===== src/hw/rtl/htd_pkg.sv =====
// Package for the table-driven Huffman decoder: constants, command codes and
// the control and status structs shared by the controller and the datapath.
package htd_pkg;
	localparam int TABLE_ENTRIES_DEF = 256;
	localparam int MAX_CODE_BITS_DEF = 16;

	localparam logic CMD_DATA = 1'b0;
	localparam logic CMD_WRITE = 1'b1;

	localparam logic [0:0] REG_SYMBOL_COUNT = 1'b0;
	localparam logic [0:0] REG_ENTRY_COUNT = 1'b1;

	typedef struct packed {
		logic load;      // latch a new data byte
		logic tbl_wr;    // write one table entry
		logic scan_clr;  // start a table scan
		logic scan_adv;  // issue a read and advance scan index
		logic shift;     // shift one bit into accumulator
		logic acc_clr;   // clear accumulator
		logic cnt_inc;   // count a decoded symbol
		logic bit_adv;   // move to next bit of byte
		logic pend_load; // hold the new result
		logic pend_clr;  // drop the held result
	} htd_cmd_t;

	typedef struct packed {
		logic scan_end;  // scan reached entry limit
		logic hit;       // current entry matches
		logic at_limit;  // accumulator full
		logic done;      // decoded_count >= symbol_count
		logic last_bit;  // current bit is bit 0
		logic pend_vld;  // a result is held
	} htd_sts_t;
endpackage


===== src/hw/rtl/htd_ctrl.sv =====
// Controller state machine for the Huffman decoder.
// Depends on htd_pkg.
module htd_ctrl (
	input  logic              clk,
	input  logic              arst_n,
	input  logic              in_valid,
	input  logic              in_cmd,
	output logic              in_ready,
	input  logic              res_free,
	output logic              res_push,
	output logic              res_last,
	output htd_pkg::htd_cmd_t cmd,
	input  htd_pkg::htd_sts_t sts
);
	localparam logic [1:0] ST_IDLE = 2'd0;
	localparam logic [1:0] ST_BIT = 2'd1;
	localparam logic [1:0] ST_SCAN = 2'd2;
	localparam logic [1:0] ST_FLUSH = 2'd3;

	logic [1:0] state_q;
	logic       found_c;
	logic       take_c;

	assign in_ready = state_q == ST_IDLE;
	// a symbol match or a full accumulator with no match gives a result
	assign found_c = sts.hit || (sts.scan_end && sts.at_limit);
	// the new result can be held once the older one has moved out
	assign take_c = !sts.pend_vld || res_free;

	always_comb begin
		cmd = '0;
		res_push = 1'b0;
		res_last = 1'b0;
		case (state_q)
			ST_IDLE: begin
				cmd.load = in_valid && in_cmd == htd_pkg::CMD_DATA;
				cmd.tbl_wr = in_valid && in_cmd == htd_pkg::CMD_WRITE;
			end
			ST_BIT: begin
				if (!sts.done) begin
					cmd.shift = 1'b1;
					cmd.scan_clr = 1'b1;
				end
			end
			ST_SCAN: begin
				if (found_c) begin
					if (take_c) begin
						res_push = sts.pend_vld;
						cmd.pend_load = 1'b1;
						cmd.acc_clr = 1'b1;
						cmd.cnt_inc = sts.hit;
						cmd.bit_adv = !sts.last_bit;
					end
				end else if (sts.scan_end) begin
					cmd.bit_adv = !sts.last_bit;
				end else begin
					cmd.scan_adv = 1'b1;
				end
			end
			ST_FLUSH: begin
				if (sts.pend_vld && res_free) begin
					res_push = 1'b1;
					res_last = 1'b1;
					cmd.pend_clr = 1'b1;
				end
			end
			default: ;
		endcase
	end

	always_ff @(posedge clk or negedge arst_n) begin
		if (!arst_n) begin
			state_q <= ST_IDLE;
		end else begin
			case (state_q)
				ST_IDLE: if (cmd.load) state_q <= ST_BIT;
				ST_BIT: state_q <= sts.done ? ST_FLUSH : ST_SCAN;
				ST_SCAN: begin
					if ((found_c && take_c) || (!found_c && sts.scan_end)) begin
						state_q <= sts.last_bit ? ST_FLUSH : ST_BIT;
					end
				end
				ST_FLUSH: if (take_c) state_q <= ST_IDLE;
				default: state_q <= ST_IDLE;
			endcase
		end
	end
endmodule


===== config.mk =====
export PLATFORM = sky130hd
export DESIGN_NAME = htd_ctrl
export DESIGN_NICKNAME = d
export VERILOG_FILES = /design/src/hw/rtl/htd_pkg.sv /design/src/hw/rtl/htd_ctrl.sv
export SDC_FILE = /design/constraint.sdc
export NUM_CORES = 1
export LEC_CHECK = 0
export BUFFER_PORTS_ARGS = -buffer_cell sky130_fd_sc_hd__buf_2
export CORE_AREA = 2 2 39 41
export DETAILED_ROUTE_END_ITERATION = 8
export DIE_AREA = 0 0 41 43
export PLACE_DENSITY = 0.42
export SKIP_CTS_REPAIR_TIMING = 1
export SYNTH_ARGS = -nofsm -noshare
export SYNTH_HDL_FRONTEND = slang
export SYNTH_SLANG_ARGS = --single-unit
export TNS_END_PERCENT = 1

===== constraint.sdc =====
create_clock -name clk -period 1.4 [get_ports clk]
set_input_delay 0 -clock clk [delete_from_list [all_inputs] [get_ports clk]]
set_output_delay 0 -clock clk [all_outputs]
set_load 0.005 [all_outputs]

==> results of run 1 <==
==> layer usage <==
| metal | global-route usage | vias up |
|---|---|---|
| met3 | 0.04712 | 0 |
| met1 | 0.1097 | 127 |
| met2 | 0.1125 | 7 |
| met5 | 0 | - |
| met4 | 0.08000 | 0 |
| li1 | - | 150 |
==> power by group <==
part	internal [mW]	switching, mW
Combinational	0.133	0.133
Clock	0.0944	0.0316
Sequential	0.0876	0.0351
Total	0.315	0.200
==> path summary, 6_finish.rpt <==
| check | from | end | slack, ns | cells after the start |
|---|---|---|---|---|
| max | state_q[0]$_DFFE_PN0P_ | cmd[1] | 0.15 | 4 |
| min in group asynchronous | arst_n | state_q[0]$_DFFE_PN0P_ | 0.09 | 2 |
| max in group asynchronous | arst_n | state_q[1]$_DFFE_PN0P_ | 1.21 | 2 |
| min | sts[1] | state_q[1]$_DFFE_PN0P_ | 0.06 | 3 |
| min reg2reg | state_q[0]$_DFFE_PN0P_ | state_q[1]$_DFFE_PN0P_ | 0.55 | 2 |
| max reg2reg | state_q[1]$_DFFE_PN0P_ | state_q[0]$_DFFE_PN0P_ | 0.32 | 1 |
==> final cells by class <==
class	count	share of cell area
multi-input cells	23	0.3980
repair buffers	24	0.3344
flip-flops and latches	2	0.1338
clock buffers	3	0.06020
well taps	16	0.05351
inverters	2	0.02007
==> Yosys cell counts <==
cell type  count
buf_4          3
nand2_1        2
nor2_1         4
dfrtp_1        2
nor2b_4        1
or2_1          1
a21oi_1        3
mux4_2         1
and3_1         1
nor3_1         3
a211oi_1       1
nor3b_1        1
o21ai_0        2
inv_1          2
nand3_1        1
nor2b_1        2
==> tightest hold or removal path: stages <==
cell and delay [ns]:
buf_2 0.08, a211oi_1 0.04, o21ai_0 0.13
==> cell families (layout without fill, tap and decap cells) <==
family | count (synthesis) | in the layout | synth area share
compound gates | 6 | 6 | 0.1452
buf+inv | 5 | 29 | 0.1341
flops | 2 | 2 | 0.2235
mux | 1 | 1 | 0.1006
simple gates | 16 | 16 | 0.3966
==> stage by stage <==
step	hold slack [ns]	setup slack [ns]	cell area [sq um]	total power, mW
after detailed placement	-0.2128	0.3222	336.6	0.3862
after global routing	0.09043	0.02149	374.1	0.5833
after floorplan	-0.2956	0.3630	224.0	0.2894
final	0.06243	0.1515	374.1	0.5149
after global placement	-0.2102	0.3308	336.6	0.3898
after CTS	-0.4555	0.09757	359.1	0.5228
==> summary.txt, run 1 <==
Status
  • Status: completed

Setup path
  • WS Path Type: reg -> out
  • CP endpoint kind: primary output
  • Worst path cell trace: inv_1, nand2_1, nor3_2, buf_2
  • Crit-path max FO: 5
  • Crit path buf inv count: 2
  • Critical path's top delay family: flip-flops
  • Worst Path Arrival: 1.25 ns
  • Slowest-stage cell, CP: dfrtp_1
  • Max incr delay on CP: approximately 0.38 ns
  • Worst setup SP type: register
  • Critical Path RT: about 1.4 ns

Die
  • DIE HEIGHT: 43 microns
  • Initial Util: 0.1618
  • Die Wd: 41 microns
  • Placement row count: 14
  • Die area: 1763 sq um
  • Io pins: 24
  • Core footprint: 1384 sq um

Global routing
  • Gr usage total: 0.09146
  • GRT overflow: 0
  • Initial antenna violation count: 0
  • Global-route wire length before repair: roughly 1000 microns
  • Largest net degree at the start of global routing: 7
  • Vias in the first global route: 266

Cells and area
  • Regs by FF count: state_q x2
  • FF/Latch Area: 50.05 sq um
  • Layout cells sized above 1: 0.5370
  • Reg with most FFs: state_q
  • Nets@finish: 67
  • Area Growth Syn to Fin: 67.04%
  • Antenna Cells: 0
  • Area of the multi-input gates: between 100 and 150 sq um
  • Finished Core Util: 0.2703
  • Largest register FFs: 2
  • Final Non-Filler Cells: 70
  • Layout fillers: 154
  • Most frequent cells in the layout: 23 x buf_2, 4 x nor2_1, 3 x a21oi_1, 3 x clkbuf_4
  • Commonest non-fill, non-tap cell in the layout: buf_2

Synth
  • Register area share after synthesis: 0.2235
  • Synth warn: 0
  • Post-synthesis cell count: 30
  • Synth cell types: 16
  • Syn avg cell area: roughly 7.5 sq um
  • Mapped Area: 224.0 sq um
  • Syn nets: 41
  • Area leader, netlist: dfrtp_1
  • #FFs+latches synth: 2
  • Top cells by area, synth: dfrtp_1 22%, buf_4 10%, mux4_2 10%
  • Synth top area share: 0.2235

Routing
  • Total number of vias: 284
  • Met1 wire length: 271 microns
  • Via density: approximately 4
  • Metal2 WL: between 200 and 300 microns
  • Final WL: roughly 600 microns
  • ANT nets after route: 0
  • Post-DR wirelength/cell: between 8 and 9 microns
  • DR iter-0 viols: 3
  • DRC: 0
  • DRT Pass-1 Iters: 4
  • Top Metal Used: met3
  • Met3 WL: 26 microns

Timing
  • RSZ-0062 raised after global routing: false
  • Clock skew: 0.002312 ns
  • Endpoints failing setup: 0
  • Setup tns final: 0 ns
  • FMAX: 800.9 MHz
  • Final hold violation count: 0
  • Fin crit share: 0.8918
  • Slew HR: 0.8463
  • Pins over their slew limit: 0
  • Worst-Margin Slew: 0.2291 ns
  • Final min period: roughly 1.2 ns

Placement
  • Routability Congestion: 0.6621
  • Dpl cells: 66
  • Port Buf Inserts: 23
  • Post-detail-place hpwl: 504.9 microns

Flow run
  • Number of max-cap violations: 0

Clocking
  • CTS tree: built
  • Reg clk slew, reported paths: 0.03 ns
  • Max H-tree Level: 1
  • Cell chosen for the clock root: clkbuf_4
  • Clock latency on the worst-skew pair: 0.22 ns
  • Max Buffers Root-to-Sink: 2
  • Clock sink count: 2
  • CTS buffer count: 3

Power
  • Leakage: 0.2097 nW
  • Power Density: 1376 nW/um^2
  • Peak supply drop: between 300 and 400 uV

Min path
  • Worst Hold Class: in -> reg
(Power assumes the default switching activity.)
==> run 2: changes to the inputs <==
CELL_PAD_IN_SITES_DETAIL_PLACEMENT = 1   (was default)
CELL_PAD_IN_SITES_GLOBAL_PLACEMENT = 1   (was default)
PLACE_DENSITY = 0.62   (was 0.42)
==> summary.txt, run 2 (same netlist as run 1, synthesis figures left out) <==
Status
  • Status: completed

Cells and area
  • Reg with most FFs: state_q
  • Area of the multi-input gates: 151.4 sq um (+1.7%)
  • Layout fillers: 179 (+16%)
  • FF/Latch Area: 50.05 sq um (unchanged)
  • Nets@finish: 67 (unchanged)
  • Area Growth Syn to Fin: 68.16%
  • Layout cells sized above 1: 0.5556 (+0.01852)
  • Largest register FFs: 2 (unchanged)
  • Most frequent cells in the layout: 23 x buf_2, 4 x nor2_1, 3 x a21oi_1, 3 x clkbuf_4
  • Finished Core Util: 0.2722 (+0.001808)
  • Commonest non-fill, non-tap cell in the layout: buf_2
  • Final Non-Filler Cells: 70 (unchanged)
  • Regs by FF count: state_q x2
  • Antenna Cells: 0 (unchanged)

Timing
  • Slew HR: 0.8301 (-0.01626)
  • Final min period: 1.219 ns (-0.02996 ns)
  • Fin crit share: 0.8704 (-0.02140)
  • Clock skew: 0.005071 ns (+0.002758 ns)
  • Endpoints failing setup: 0 (unchanged)
  • FMAX: 820.6 MHz (+2.5%)
  • Setup tns final: 0 ns (unchanged)
  • Pins over their slew limit: 0 (unchanged)
  • RSZ-0062 raised after global routing: false
  • Final hold violation count: 0 (unchanged)
  • Worst-Margin Slew: 0.2549 ns (+0.02576 ns)

Routing
  • DRC: 0 (unchanged)
  • ANT nets after route: 0 (unchanged)
  • DR iter-0 viols: 1 (-2)
  • Total number of vias: 303 (+6.7%)
  • Final WL: 764 microns (+28%)
  • DRT Pass-1 Iters: 2 (-2)
  • Post-DR wirelength/cell: 10.91 microns (+28%)
  • Via density: 4.329 (+6.7%)

Global routing
  • Global-route wire length before repair: 1186 microns (+15%)
  • Vias in the first global route: 302 (+14%)
  • Largest net degree at the start of global routing: 7 (unchanged)
  • GRT overflow: 0 (unchanged)
  • Initial antenna violation count: 0 (unchanged)
  • Gr usage total: 0.1047 (+0.01328)

Setup path
  • Crit-path max FO: 5 (unchanged)
  • Worst setup SP type: register
  • CP endpoint kind: primary output
  • Critical Path RT: 1.40 ns (about the same)
  • Worst Path Arrival: 1.22 ns (-0.03 ns)
  • WS Path Type: reg -> out

Clocking
  • CTS buffer count: 3 (unchanged)
  • Reg clk slew, reported paths: 0.03 ns (about the same)
  • Max Buffers Root-to-Sink: 2 (unchanged)
  • CTS tree: built
  • Max H-tree Level: 1 (unchanged)
  • Clock sink count: 2 (unchanged)
  • Cell chosen for the clock root: clkbuf_4
  • Clock latency on the worst-skew pair: 0.23 ns (about the same)

Flow run
  • Number of max-cap violations: 0 (unchanged)

Die
  • Io pins: 24 (unchanged)
  • DIE HEIGHT: 43 microns (unchanged)
  • Die Wd: 41 microns (unchanged)
  • Initial Util: 0.1618 (unchanged)
  • Core footprint: 1384 sq um (unchanged)
  • Die area: 1763 sq um (unchanged)
  • Placement row count: 14 (unchanged)

Power
  • Leakage: 0.2100 nW (+0.17%)
  • Power Density: 1425 nW/um^2 (+3.5%)
  • Peak supply drop: 363.9 uV (+4.1%)
  • Total design power: 0.5367 mW (+4.2%)

Placement
  • Port Buf Inserts: 23 (unchanged)
  • Post-detail-place hpwl: 590.2 microns (+17%)
  • Routability Congestion: 0.7000 (+5.7%)
  • Dpl cells: 66 (unchanged)

Min path
  • Worst Hold Class: in -> reg
==> run 2: cell types whose count changed in the layout (fill, tap and decap cells not counted) <==
| cell | previous run | this run |
|---|---|---|
| nand2_1 | 2 | 1 |
| nand2_2 | 0 | 1 |
==> run 2: power by group <==
group	internal [mW]	switching (mW)
Clock	0.0952	0.0396
Sequential	0.0875	0.0397
Combinational	0.136	0.139
Total	0.318	0.218
==> run 2: worst paths after layout <==
check / start / end / slack [ns] / depth (start not counted)
worst max-delay path: state_q[0]$_DFFE_PN0P_ / cmd[1] / 0.18 / 4
worst min-delay path: sts[1] / state_q[1]$_DFFE_PN0P_ / 0.08 / 3
worst max register to register: state_q[1]$_DFFE_PN0P_ / state_q[0]$_DFFE_PN0P_ / 0.28 / 1
worst min register to register: state_q[0]$_DFFE_PN0P_ / state_q[1]$_DFFE_PN0P_ / 0.57 / 2
max in group asynchronous: arst_n / state_q[0]$_DFFE_PN0P_ / 1.21 / 2
min in group asynchronous: arst_n / state_q[1]$_DFFE_PN0P_ / 0.09 / 2
==> run 2: area by class of cell <==
cell class                 instances  share of cell area
tap                               16             0.05316
sequential                         2              0.1329
clock buffer                       3             0.05980
inverter                           2             0.01993
multi-input combinational         23              0.4020
timing repair buffer              24              0.3322
==> run 2: critical path, cell delays in order (launching register included) <==
cell and delay [ns]:
dfrtp_1 0.39, inv_1 0.15, nand2_2 0.12, nor3_2 0.20, buf_2 0.14
==> run 2: stage by stage <==
step / hold WS [ns] / setup WS [ns] / instance area [sq um]
floorplan: -0.2956 / 0.3630 / 224.0
global placement: -0.2119 / 0.2990 / 336.6
detailed placement: -0.2112 / 0.2992 / 336.6
CTS: -0.4570 / 0.08539 / 359.1
global route: 0.09407 / 0.03134 / 376.6
finish: 0.08370 / 0.1814 / 376.6
==> run 2: metal layers <==
metal | share of wire | global-route usage | wire, microns
met5 | 0 | 0 | 0
met4 | 0 | 0.1200 | 0
met3 | 0.069 | 0.01571 | 53
met2 | 0.51 | 0.1438 | 390
met1 | 0.42 | 0.1201 | 319
